File: src/design/swz_pkg.sv
// Shared types and constants for the texture block swizzle engine.
// No dependencies; every other design file refers to this package by scoped names.
`timescale 1ns / 1ps

package swz_pkg;

  localparam int BAND_ROWS   = 8;
  localparam int BLOCK_WORDS = 4;
  localparam int BLOCK_ROWS  = 8;
  localparam int QUEUE_DEPTH = 4;

  localparam int CFG_INDEX_W = 1;
  localparam int CFG_DATA_W  = 7;
  localparam int LOG2_W      = 4;
  localparam int BAND_W      = 7;
  localparam int WORD_W      = 32;

  localparam logic [CFG_INDEX_W-1:0] CFG_ROW_WORDS_LOG2 = 1'b0;
  localparam logic [CFG_INDEX_W-1:0] CFG_BAND_TOTAL     = 1'b1;

  localparam logic [LOG2_W-1:0] ROW_WORDS_LOG2_RESET = 4'd9;
  localparam logic [BAND_W-1:0] BAND_TOTAL_RESET     = 7'd64;

  localparam logic CMD_PUSH = 1'b0;
  localparam logic CMD_POP  = 1'b1;

  typedef enum logic [1:0] {
    ST_PUSHED       = 2'd0,
    ST_PUSH_REFUSED = 2'd1,
    ST_POPPED       = 2'd2,
    ST_POP_REFUSED  = 2'd3
  } status_t;

  typedef struct packed {
    status_t status;
    logic    last;
  } swz_tag_t;

endpackage

File: src/design/swz_queue.sv
// Short first-in first-out queue that decouples the front end from the back end.
// Generic payload vector; depth comes from swz_pkg.
`timescale 1ns / 1ps

module swz_queue #(
  parameter int WIDTH = 8
) (
  input  logic             clk,
  input  logic             rst,
  input  logic             push,
  input  logic [WIDTH-1:0] push_data,
  output logic             not_full,
  input  logic             pop,
  output logic             not_empty,
  output logic [WIDTH-1:0] head_data
);

  localparam int DEPTH = swz_pkg::QUEUE_DEPTH;
  localparam int PTR_W = $clog2(DEPTH);
  localparam int CNT_W = $clog2(DEPTH + 1);

  logic [WIDTH-1:0] entries [DEPTH];
  logic [PTR_W-1:0] wr_ptr;
  logic [PTR_W-1:0] rd_ptr;
  logic [CNT_W-1:0] count;

  assign not_full  = (count != CNT_W'(DEPTH));
  assign not_empty = (count != '0);
  assign head_data = entries[rd_ptr];

  always_ff @(posedge clk) begin
    if (push) begin
      entries[wr_ptr] <= push_data;
    end
  end

  always_ff @(posedge clk) begin
    if (rst) begin
      wr_ptr <= '0;
      rd_ptr <= '0;
      count  <= '0;
    end else begin
      if (push) begin
        wr_ptr <= (wr_ptr == PTR_W'(DEPTH - 1)) ? '0 : wr_ptr + PTR_W'(1);
      end
      if (pop) begin
        rd_ptr <= (rd_ptr == PTR_W'(DEPTH - 1)) ? '0 : rd_ptr + PTR_W'(1);
      end
      if (push && !pop) begin
        count <= count + CNT_W'(1);
      end else if (pop && !push) begin
        count <= count - CNT_W'(1);
      end
    end
  end

endmodule

File: config.mk
export PLATFORM = sky130hd
export DESIGN_NAME = swz_queue
export DESIGN_NICKNAME = d
export VERILOG_FILES = /design/src/design/swz_pkg.sv /design/src/design/swz_queue.sv
export SDC_FILE = /design/constraint.sdc
export NUM_CORES = 1
export LEC_CHECK = 0
export BUFFER_PORTS_ARGS = -buffer_cell sky130_fd_sc_hd__clkbuf_2
export CORE_ASPECT_RATIO = 0.9
export CORE_MARGIN = 2
export CORE_UTILIZATION = 45
export CTS_BUF_LIST = sky130_fd_sc_hd__clkbuf_8
export DETAILED_ROUTE_END_ITERATION = 10
export GPL_ROUTABILITY_DRIVEN = 0
export GPL_TIMING_DRIVEN = 0
export HOLD_SLACK_MARGIN = 0.15
export MAX_ROUTING_LAYER = met4
export SLEW_MARGIN = 20
export SYNTH_ARGS = -nofsm -noshare
export SYNTH_HDL_FRONTEND = slang
export SYNTH_SLANG_ARGS = --single-unit
export TNS_END_PERCENT = 10
File: constraint.sdc
create_clock -name clk -period 2 [get_ports clk]
set_input_delay 0 -clock clk [delete_from_list [all_inputs] [get_ports clk]]
set_output_delay 0 -clock clk [all_outputs]
set_load 0.05 [all_outputs]
==> results.md <==
- Post-layout nets: 145
- Post-synthesis instance area: 1600 sq um
- Synth warn: 0
- Seq cells post-synth: between 40 and 50
- Comb pwr share: 16.3%
- Setup TNS: 0 ps
- Post-DP HPWL: roughly 1600 microns
- Critical Path RT: 2220 ps
- Startpoint Class: input port
- Die area: 4050 sq um
- Max Cap Viol: 0
- Leak pwr: 0.753 nW
- Fillers: 262
- RSZ-0062 raised after global routing: no
- WL final: 2390 microns
- Clock network fraction of design power: 32.2%
- Synthesized instance count: 87
- Non-Filler Instances: roughly 170
- Core area: 3380 sq um
- Placed insts: approximately 150
- Vias in the first global route: 834
- Critical path's most frequent cell: inv_1
- Setup crit end kind: flop
- VDD IR-drop max: 0.000494 V
- Sw frac: 25.2%
- Psw: 486 uW
- Slew Limit Fails: 0
- Worst path max stage delay: 540 ps
- N_diodes: 0
- DR vias/cell: 4.98
- Wire per inst: between 10 and 15 microns
- Crit Path Category: in2reg
- Die X: 66.8 microns
- Clock Tree Buf Depth: 2
- CTS tree: yes
- Top-level I/O count: 22
- WHS: between 400 and 500 ps
- P_int: 1.44 mW
- Gr ovfl total: 0
- First-pass GRT wire length: around 3800 microns
- Synthesized Nets: roughly 110
- Sequential Power Share: about half
- Setup WS post-layout: 233 ps
- Hold crit path type: in2reg
- Area grow syn2layout: 23.6%
- Status: finished, final reports clean
- Crit-path max FO: 3
- Layout cells sized above 1: 29.1%
- DRC violations left: 0
- R2R Setup Slk: 530 ps
- Clock transition at path regs: 70 ps
- Worst-Skew Late Latency: 290 ps
- CTS sink cnt: 41
- H-tree levels: 2
- Relative slew slack: 69.6%
- Actual slew at the worst max-slew pin: 455 ps
- Place WS: 511 ps
- Initial drt markers: 45
- Clock Skews: 3.78 ps
- Post_cts resized: 0
- Number of setup buffers added after CTS: 0
- Avg Cell Area, Syn: 18.4 sq um
- Max Freq: 0.566 GHz
- Seq/Total Area, Yosys: 71.4%
- Input/output buffers: 21
- Largest delay share family, worst path: buffers and inverters
- Fin crit period: 1770 ps
- All-Layer GR Usage: 14.4%
- Endpoints failing setup: 0
- Routed Antenna Nets: 0
- Total power: 1.93 mW
- Rows: 20
- Count of cell types in the netlist: 17
- Pwr/cell area: 977 nW/um^2
- Worst path cell trace: dlygate4sd3_1 -> clkbuf_2 -> inv_1 -> ha_1 -> inv_1 -> fa_1 -> xor2_1 -> or3_1 -> a21oi_1
- Buf/Inv on CP: 4
- Period utilization: 88.4%
- Initial antenna violation count: 0
- Routed via count: 851
- Largest net degree at the start of global routing: 13
- Total CTS buffers: 5
- Initial Util: 47.3%
- Chip Height: 60.6 microns
- CP arrival: 1980 ps
- First drt pass iteration count: 4
- Root Driver: clkbuf_8
- Fin. Hold Viols: 0
- Worst path slowest cell: dlygate4sd3_1
## cell usage in the layout, fill, tap and decap left out
| cell type | instances |
|---|---|
| edfxtp_1 | 32 |
| clkbuf_2 | 22 |
| dlygate4sd3_1 | 11 |
| dfxtp_1 | 9 |
| mux4_2 | 8 |
| nor2_1 | 8 |
| ha_1 | 6 |
| inv_1 | 5 |
| clkbuf_8 | 5 |
| and2_1 | 4 |
| mux2i_1 | 4 |
| or3_1 | 2 |
| xor2_1 | 2 |
| a21oi_1 | 2 |
| buf_6 | 1 |
| nor3b_1 | 1 |
| o21ai_0 | 1 |
| nand2_1 | 1 |
| fa_1 | 1 |
| clkinv_1 | 1 |
| bufinv_16 | 1 |
## timing repair
| item | in CTS | in global routing |
|---|---|---|
| hold buffers | 11 | 0 |
| setup endpoints to repair | 0 | 0 |
| endpoints found under the hold margin | 41 | 0 |
## state kept, by name, summed over array words and instances, names as in the netlist, named ones only
register and count:
entries 32, wr_ptr 2, count 3, rd_ptr 2
## synth_stat cells, drive strengths merged
cell type,number,area share [%]
a21oi,2,0.63
and2,4,1.6
buf,1,0.70
clkbuf,1,0.31
dfxtp,9,11
edfxtp,32,60
fa,1,1.3
ha,6,4.7
inv,4,0.94
mux2i,4,2.5
mux4,8,11
nand2,1,0.23
nor2,8,1.9
nor3b,1,0.47
o21ai,1,0.31
or3,2,0.78
xor2,2,1.1
## power by group through the flow
stage / registers (mW) / clock network [mW] / logic, mW
floorplan: 1.01 / 0 / 0.233
global placement: 1.01 / 0 / 0.296
detailed placement: 1.01 / 0 / 0.302
CTS: 0.994 / 0.640 / 0.320
global route: 1.00 / 0.678 / 0.339
finish: 0.993 / 0.622 / 0.315
## cell families after synthesis
| logic type | after synthesis | share of synthesized area [%] |
|---|---|---|
| DFF | 41 | 71.4 |
| and+or+nand+nor | 16 | 4.93 |
| muxes | 12 | 13.8 |
| adders and majority gates | 7 | 5.95 |
| buffers and inverters | 6 | 1.96 |
| AOI/OAI and AO/OA | 3 | 0.939 |
| xor gates and xnor gates | 2 | 1.10 |
## worst register-to-register path, cell delays in order (launching register included)
cell and delay (ps):
dfxtp_1 350, fa_1 440, xor2_1 160, or3_1 300, a21oi_1 150
## per-layer routing
layer | wire [microns] | part of all wire (%) | vias up | global-route usage (%)
li1 | - | - | 404 | -
met1 | 1090 | 46 | 421 | 17.7
met2 | 1160 | 49 | 19 | 22.1
met3 | 81 | 3.4 | 7 | 3.90
met4 | 55 | 2.3 | 0 | 7.87
met5 | 0 | 0 | - | -
## worst paths after layout
path,start,endpoint,depth (start not counted)
setup / recovery,pop,count[2]$_SDFFE_PP0P_,9
hold reg to reg,count[2]$_SDFFE_PP0P_,count[2]$_SDFFE_PP0P_,2
hold / removal,push_data[2],entries[3][2]$_DFFE_PP_,2
setup reg to reg,count[0]$_SDFFE_PP0P_,count[2]$_SDFFE_PP0P_,4
## area by class of cell
| cell class | instances | area (sq um) | share of cell area, % |
|---|---|---|---|
| clock inverters | 3 | 37.5 | 1.90 |
| clock buffers | 5 | 68.8 | 3.48 |
| well taps | 44 | 55.1 | 2.79 |
| multi-input cells | 40 | 427 | 21.6 |
| flip-flops and latches | 41 | 1140 | 57.8 |
| repair buffers | 32 | 215 | 10.9 |
| plain buffers | 2 | 16.3 | 0.823 |
| inverters | 4 | 15.0 | 0.760 |
## metrics by stage
step / instance area (sq um) / utilization, %
6_report: 1980 / 58.5
4_1_cts: 1980 / 58.5
5_1_grt: 1980 / 58.5
2_1_floorplan: 1600 / -
3_3_place_gp: 1760 / 52.1
3_5_place_dp: 1760 / 52.1
(Power assumes the default switching activity.)
