--- src/design/swz_pkg.sv ---
// Shared types and constants for the texture block swizzle engine.
// No dependencies; every other design file refers to this package by scoped names.
`timescale 1ns / 1ps

package swz_pkg;

  localparam int BAND_ROWS   = 8;
  localparam int BLOCK_WORDS = 4;
  localparam int BLOCK_ROWS  = 8;
  localparam int QUEUE_DEPTH = 4;

  localparam int CFG_INDEX_W = 1;
  localparam int CFG_DATA_W  = 7;
  localparam int LOG2_W      = 4;
  localparam int BAND_W      = 7;
  localparam int WORD_W      = 32;

  localparam logic [CFG_INDEX_W-1:0] CFG_ROW_WORDS_LOG2 = 1'b0;
  localparam logic [CFG_INDEX_W-1:0] CFG_BAND_TOTAL     = 1'b1;

  localparam logic [LOG2_W-1:0] ROW_WORDS_LOG2_RESET = 4'd9;
  localparam logic [BAND_W-1:0] BAND_TOTAL_RESET     = 7'd64;

  localparam logic CMD_PUSH = 1'b0;
  localparam logic CMD_POP  = 1'b1;

  typedef enum logic [1:0] {
    ST_PUSHED       = 2'd0,
    ST_PUSH_REFUSED = 2'd1,
    ST_POPPED       = 2'd2,
    ST_POP_REFUSED  = 2'd3
  } status_t;

  typedef struct packed {
    status_t status;
    logic    last;
  } swz_tag_t;

endpackage

--- src/design/swz_front.sv ---
// Front end: accepts transactions, classifies them against the band counters,
// holds the configuration and the write and read pointers. Uses swz_pkg.
`timescale 1ns / 1ps

module swz_front #(
  parameter int MAX_ROW_WORDS = 512,
  localparam int ADDR_W = $clog2(2 * swz_pkg::BAND_ROWS * MAX_ROW_WORDS)
) (
  input  logic                                clk,
  input  logic                                rst,
  input  logic                                accept,
  input  logic                                cmd,
  input  logic [swz_pkg::WORD_W-1:0]          pixel_word,
  input  logic                                cfg_write,
  input  logic [swz_pkg::CFG_INDEX_W-1:0]     cfg_index,
  input  logic [swz_pkg::CFG_DATA_W-1:0]      cfg_data,
  output logic                                ent_write,
  output swz_pkg::swz_tag_t                   ent_tag,
  output logic [ADDR_W-1:0]                   ent_addr,
  output logic [swz_pkg::WORD_W-1:0]          ent_wdata
);

  localparam int MAX_LOG2  = $clog2(MAX_ROW_WORDS + 1) - 1;
  localparam int COL_W     = MAX_LOG2;
  localparam int POS_W     = MAX_LOG2 + 3;
  localparam int LG_W      = $clog2(MAX_LOG2 + 1);
  localparam int BANK_WORDS = swz_pkg::BAND_ROWS * MAX_ROW_WORDS;

  logic [swz_pkg::LOG2_W-1:0] row_words_log2;
  logic [swz_pkg::BAND_W-1:0] band_total;
  logic [COL_W-1:0]           write_column;
  logic [2:0]                 write_row;
  logic                       write_bank;
  logic [POS_W-1:0]           read_position;
  logic                       read_bank;
  logic [1:0]                 full_bands;
  logic [swz_pkg::BAND_W-1:0] bands_written;
  logic [swz_pkg::BAND_W-1:0] bands_read;

  logic [LG_W-1:0]            lg;
  logic [COL_W-1:0]           col_mask;
  logic                       col_last;
  logic                       row_last;
  logic                       pos_last;
  logic                       push_ok;
  logic                       pop_ok;
  logic [POS_W-1:0]           blk_shift;
  logic [COL_W-1:0]           rd_col;
  logic [2:0]                 rd_row;
  logic [ADDR_W-1:0]          wr_addr;
  logic [ADDR_W-1:0]          rd_addr;
  logic [swz_pkg::BAND_W-1:0] bands_read_next;

  always_comb begin
    if (row_words_log2 > swz_pkg::LOG2_W'(MAX_LOG2)) begin
      lg = LG_W'(MAX_LOG2);
    end else if (row_words_log2 < swz_pkg::LOG2_W'(2)) begin
      lg = LG_W'(2);
    end else begin
      lg = LG_W'(row_words_log2);
    end
  end

  assign col_mask = {COL_W{1'b1}} >> (LG_W'(MAX_LOG2) - lg);
  assign col_last = &(write_column | ~col_mask);
  assign row_last = (write_row == 3'(swz_pkg::BAND_ROWS - 1));
  assign pos_last = &(read_position | ~{col_mask, 3'b111});

  assign push_ok = (bands_written < band_total) && (full_bands != 2'd2);
  assign pop_ok  = (full_bands != 2'd0);

  assign blk_shift = read_position >> 5;
  assign rd_col    = COL_W'({blk_shift, read_position[1:0]});
  assign rd_row    = read_position[4:2];

  assign wr_addr = ADDR_W'(write_bank) * ADDR_W'(BANK_WORDS)
                 + ADDR_W'(write_row) * ADDR_W'(MAX_ROW_WORDS)
                 + ADDR_W'(write_column);
  assign rd_addr = ADDR_W'(read_bank) * ADDR_W'(BANK_WORDS)
                 + ADDR_W'(rd_row) * ADDR_W'(MAX_ROW_WORDS)
                 + ADDR_W'(rd_col);

  assign bands_read_next = bands_read + swz_pkg::BAND_W'(1);

  always_comb begin
    ent_tag.last = 1'b0;
    if (cmd == swz_pkg::CMD_PUSH) begin
      ent_tag.status = push_ok ? swz_pkg::ST_PUSHED : swz_pkg::ST_PUSH_REFUSED;
      ent_addr       = wr_addr;
    end else begin
      ent_tag.status = pop_ok ? swz_pkg::ST_POPPED : swz_pkg::ST_POP_REFUSED;
      ent_addr       = rd_addr;
      ent_tag.last   = pop_ok && pos_last && (bands_read_next == band_total);
    end
  end

  assign ent_write = (cmd == swz_pkg::CMD_PUSH) && push_ok;
  assign ent_wdata = pixel_word;

  always_ff @(posedge clk) begin
    if (rst) begin
      row_words_log2 <= swz_pkg::ROW_WORDS_LOG2_RESET;
      band_total     <= swz_pkg::BAND_TOTAL_RESET;
      write_column   <= '0;
      write_row      <= '0;
      write_bank     <= 1'b0;
      read_position  <= '0;
      read_bank      <= 1'b0;
      full_bands     <= '0;
      bands_written  <= '0;
      bands_read     <= '0;
    end else if (cfg_write) begin
      case (cfg_index)
        swz_pkg::CFG_ROW_WORDS_LOG2: row_words_log2 <= cfg_data[swz_pkg::LOG2_W-1:0];
        default:                     band_total     <= cfg_data;
      endcase
      write_column  <= '0;
      write_row     <= '0;
      write_bank    <= 1'b0;
      read_position <= '0;
      read_bank     <= 1'b0;
      full_bands    <= '0;
      bands_written <= '0;
      bands_read    <= '0;
    end else if (accept) begin
      if (cmd == swz_pkg::CMD_PUSH) begin
        if (push_ok) begin
          if (col_last) begin
            write_column <= '0;
            if (row_last) begin
              write_row     <= '0;
              write_bank    <= ~write_bank;
              full_bands    <= full_bands + 2'd1;
              bands_written <= bands_written + swz_pkg::BAND_W'(1);
            end else begin
              write_row <= write_row + 3'd1;
            end
          end else begin
            write_column <= write_column + COL_W'(1);
          end
        end
      end else if (pop_ok) begin
        if (pos_last) begin
          read_position <= '0;
          read_bank     <= ~read_bank;
          full_bands    <= full_bands - 2'd1;
          bands_read    <= bands_read_next;
        end else begin
          read_position <= read_position + POS_W'(1);
        end
      end
    end
  end

endmodule

--- config.mk ---
export PLATFORM = sky130hd
export DESIGN_NAME = swz_front
export DESIGN_NICKNAME = d
export VERILOG_FILES = /design/src/design/swz_pkg.sv /design/src/design/swz_front.sv
export SDC_FILE = /design/constraint.sdc
export NUM_CORES = 1
export LEC_CHECK = 0
export BUFFER_PORTS_ARGS = -buffer_cell sky130_fd_sc_hd__buf_2
export CORE_UTILIZATION = 37
export CTS_CLUSTER_SIZE = 25
export DETAILED_ROUTE_END_ITERATION = 10
export SLEW_MARGIN = 20
export SYNTH_ARGS = -nofsm -noshare
export SYNTH_HDL_FRONTEND = slang
export SYNTH_SLANG_ARGS = --single-unit
--- constraint.sdc ---
create_clock -name clk -period 3.7 [get_ports clk]
set_input_delay 0.185 -clock clk [delete_from_list [all_inputs] [get_ports clk]]
set_output_delay 0.185 -clock clk [all_outputs]
set_load 0.02 [all_outputs]
==> impl_metrics.py <==
metrics = {
    "route": {
        "vias": 2611,
        "drt_iter0_drc": 169,
        "via_per_inst": 5.19,
        "wl_per_cell_um": 14.4,
        "ant_nets": 0,
        "drc_errors": 0,
        "dr.pass1.iters": 4,
        "routed_wirelength_mm": 7.25,
    },
    "sta": {
        "setup_viol": 0,
        "worst_pin_slew_ns": 0.615,
        "relSlewSlack": 0.589,
        "finalHoldViolations": 0,
        "setup_slack_ns": 0.381,
        "drv_slew": 0,
        "setup_tns_ns": 0,
        "finalCritPeriodShare": 0.897,
        "fin_crit_ns": 3.32,
        "fmax_mhz": 301,
        "rsz0062_at_grt": "false",
        "skew_ns": 0.0174,
    },
    "critical_path": {
        "r2r_end": "bands_written[5]",
        "cp_max_fo": 9,
        "crit_path_start": "row_words_log2[1]",
        "crit_required_ns": 3.95,
        "cp.arrival_ns": 3.57,
        "start_kind": "flop",
        "reg2reg_from": "row_words_log2[1]",
        "path_class": "flop to flop",
        "reg2reg_slack_ns": 0.38,
        "rr_worst_depth": 10,
        "worst_setup_path_end_kind": "flop",
    },
    "cells_and_area": {
        "drive_above_1_share": 0.167,
        "num_antenna_cells": 0,
        "n_fill_cell": 910,
        "area_delta_synth_final_pct": 2.42,
        "layout_common_cells": "53 x dfxtp_1, 44 x nor2_1, 41 x nand2_1, 29 x buf_2, 24 x a21oi_1",
        "nNetsFinal": 454,
        "layout_commonest_cell": "dfxtp_1",
    },
    "min_path": {
        "hold_class": "input port to flop",
        "worstHoldStart": "cfg_data[0]",
        "min_to": "row_words_log2[0]",
        "hold_depth": 2,
    },
    "grt": {
        "grt_pass1_vias": 2427,
        "grt-ovfl-total": 0,
        "antenna_found_initial": 0,
        "grt_max_degree": 23,
        "grt_usage": 0.156,
        "grt_pass1_wl_mm": 12.1,
    },
    "die": {
        "initial_core_util": 0.383,
        "die_h_um": 97.3,
        "die_area_mm2": 0.00947,
        "io_pins": 94,
        "coreArea_mm2": 0.00876,
        "rows": 34,
        "die_w_um": 97.3,
    },
    "placed_design": {
        "dpl.hpwl_mm": 5.44,
        "gp_congestion": 0.819,
        "place_ws_ns": 0.422,
        "port_buffers": 29,
    },
    "cts": {
        "cts_setup_buffers": 0,
        "cts_tree": "built",
        "cts-root-buf": "clkbuf_8",
        "holdBufCountCts": 0,
        "cts_resized": 0,
        "cts_max_level": 2,
        "cts_buffer_depth": 2,
        "clkTransAtPathRegs_ns": 0.11,
        "numCtsBuffers": 5,
        "worst_skew_pair.late_latency_ns": 0.32,
        "clock_sinks": 53,
    },
    "yosys": {
        "synth_edf_count": 0,
        "synth_area_per_cell_um2": 8.40,
        "async_flop_share": 0,
        "netlist_area_mm2": 0.00336,
        "synth.net_count": 460,
        "synthCells": 400,
        "yosysSeqAreaShare": 0.316,
        "synthFlopType": "dfxtp_1",
        "synth_seq_cells": 53,
        "yosysUniqueCellTypes": 54,
        "yosysWarnings": 0,
    },
    "power": {
        "leakage_nw": 1.30,
        "ir_worst_vdd_mv": 0.174,
        "powerDensity_mw_per_mm2": 306,
    },
    "flow_run": {
        "maxCapViolCount": 0,
    },
    "outcome": {
        "outcome": "complete, no violations",
    },
}
## worst max-delay path by stage
stage	endpoint	slack [ns]	cells after the start
floorplan	bands_written[5]	0.66	11
global placement	bands_written[5]	0.50	10
detailed placement	bands_written[5]	0.42	10
CTS	bands_written[5]	0.38	10
global route	bands_written[5]	0.13	10
finish	bands_written[5]	0.38	10
## where the power goes
group	total [mW]	switching, mW	internal, mW	leakage [nW]
combinational	0.120	0.0753	0.0448	0.829
sequential	0.587	0.00994	0.577	0.428
clock	0.348	0.210	0.137	0.0447
## per-layer routing
metal	vias to the layer above	GRT usage	routed length (µm)
met5	-	0	0
met4	0	0.0441	112
met3	15	0.0345	361
met2	71	0.233	3200
met1	1173	0.223	3580
li1	1352	-	-
## cells by family (layout without fill, tap and decap cells)
group,after synthesis,count (layout),synth area share
multiplexers,17,17,0.0551
buffers and inverters,60,55,0.111
XOR/XNOR,34,34,0.0908
AND/OR/NAND/NOR,156,156,0.230
flip-flops,53,53,0.316
adder cells (fa/ha/maj),15,15,0.0558
AO/OA/AOI/OAI,65,65,0.142
## worst max-delay path, stage by stage, from the launching register on
cell,delay [ns]
dfxtp_1,0.40
and2b_4,0.22
or2_2,0.30
ha_1,0.46
nor2_1,0.14
a2111oi_4,0.37
a21oi_2,0.11
nor4_4,0.43
nand2_4,0.15
or4_1,0.52
a21oi_1,0.15
## sequential cells by signal, indices dropped and copies added (netlist names)
signal and count:
bands_written 7, bands_read 7, write_column 9, read_bank 1, write_row 3, band_total 7
read_position 12, full_bands 2, row_words_log2 4, write_bank 1
## Yosys cell counts, types with 3 or more instances
master    number  area share
dfxtp_1       53        0.32
nor2_1        44       0.049
nand2_1       41       0.046
buf_4         33       0.074
a21oi_1       24       0.036
nand3_1       20       0.030
xor2_1        18       0.047
ha_1          15       0.056
inv_1         15       0.017
xnor2_1       15       0.039
mux2_2        12       0.040
o21ai_0        9       0.013
nand4_1        8       0.015
clkbuf_1       6      0.0067
nor3_1         6      0.0089
or3_1          6       0.011
mux2i_1        5       0.015
nor4_1         5      0.0093
o211ai_1       5       0.011
a21o_1         4      0.0089
or4_1          4      0.0089
a211o_1        3      0.0078
and2_1         3      0.0056
nand2b_1       3      0.0056
nor2b_1        3      0.0056
or2_2          3      0.0056
## metrics by stage
stage	power (mW)	instances	utilization	hold WS, ns	instance area, µm²
floorplan	0.745	400	-	0.279	3360
global placement	0.720	495	0.382	0.370	3350
detailed placement	0.720	495	0.382	0.370	3350
CTS	1.07	503	0.393	0.0898	3440
global route	1.11	503	0.393	0.0922	3440
finish	1.05	503	0.393	0.102	3440
## area by class of cell
| class | instances | area [µm²] | area share |
|---|---|---|---|
| clock inverter | 3 | 25.0 | 0.00727 |
| timing repair buffer | 32 | 168 | 0.0487 |
| multi-input combinational | 287 | 1930 | 0.560 |
| sequential | 53 | 1060 | 0.308 |
| inverter | 15 | 56.3 | 0.0164 |
| tap | 108 | 135 | 0.0393 |
| clock buffer | 5 | 68.8 | 0.0200 |
Power figures use the tool's default switching activity.
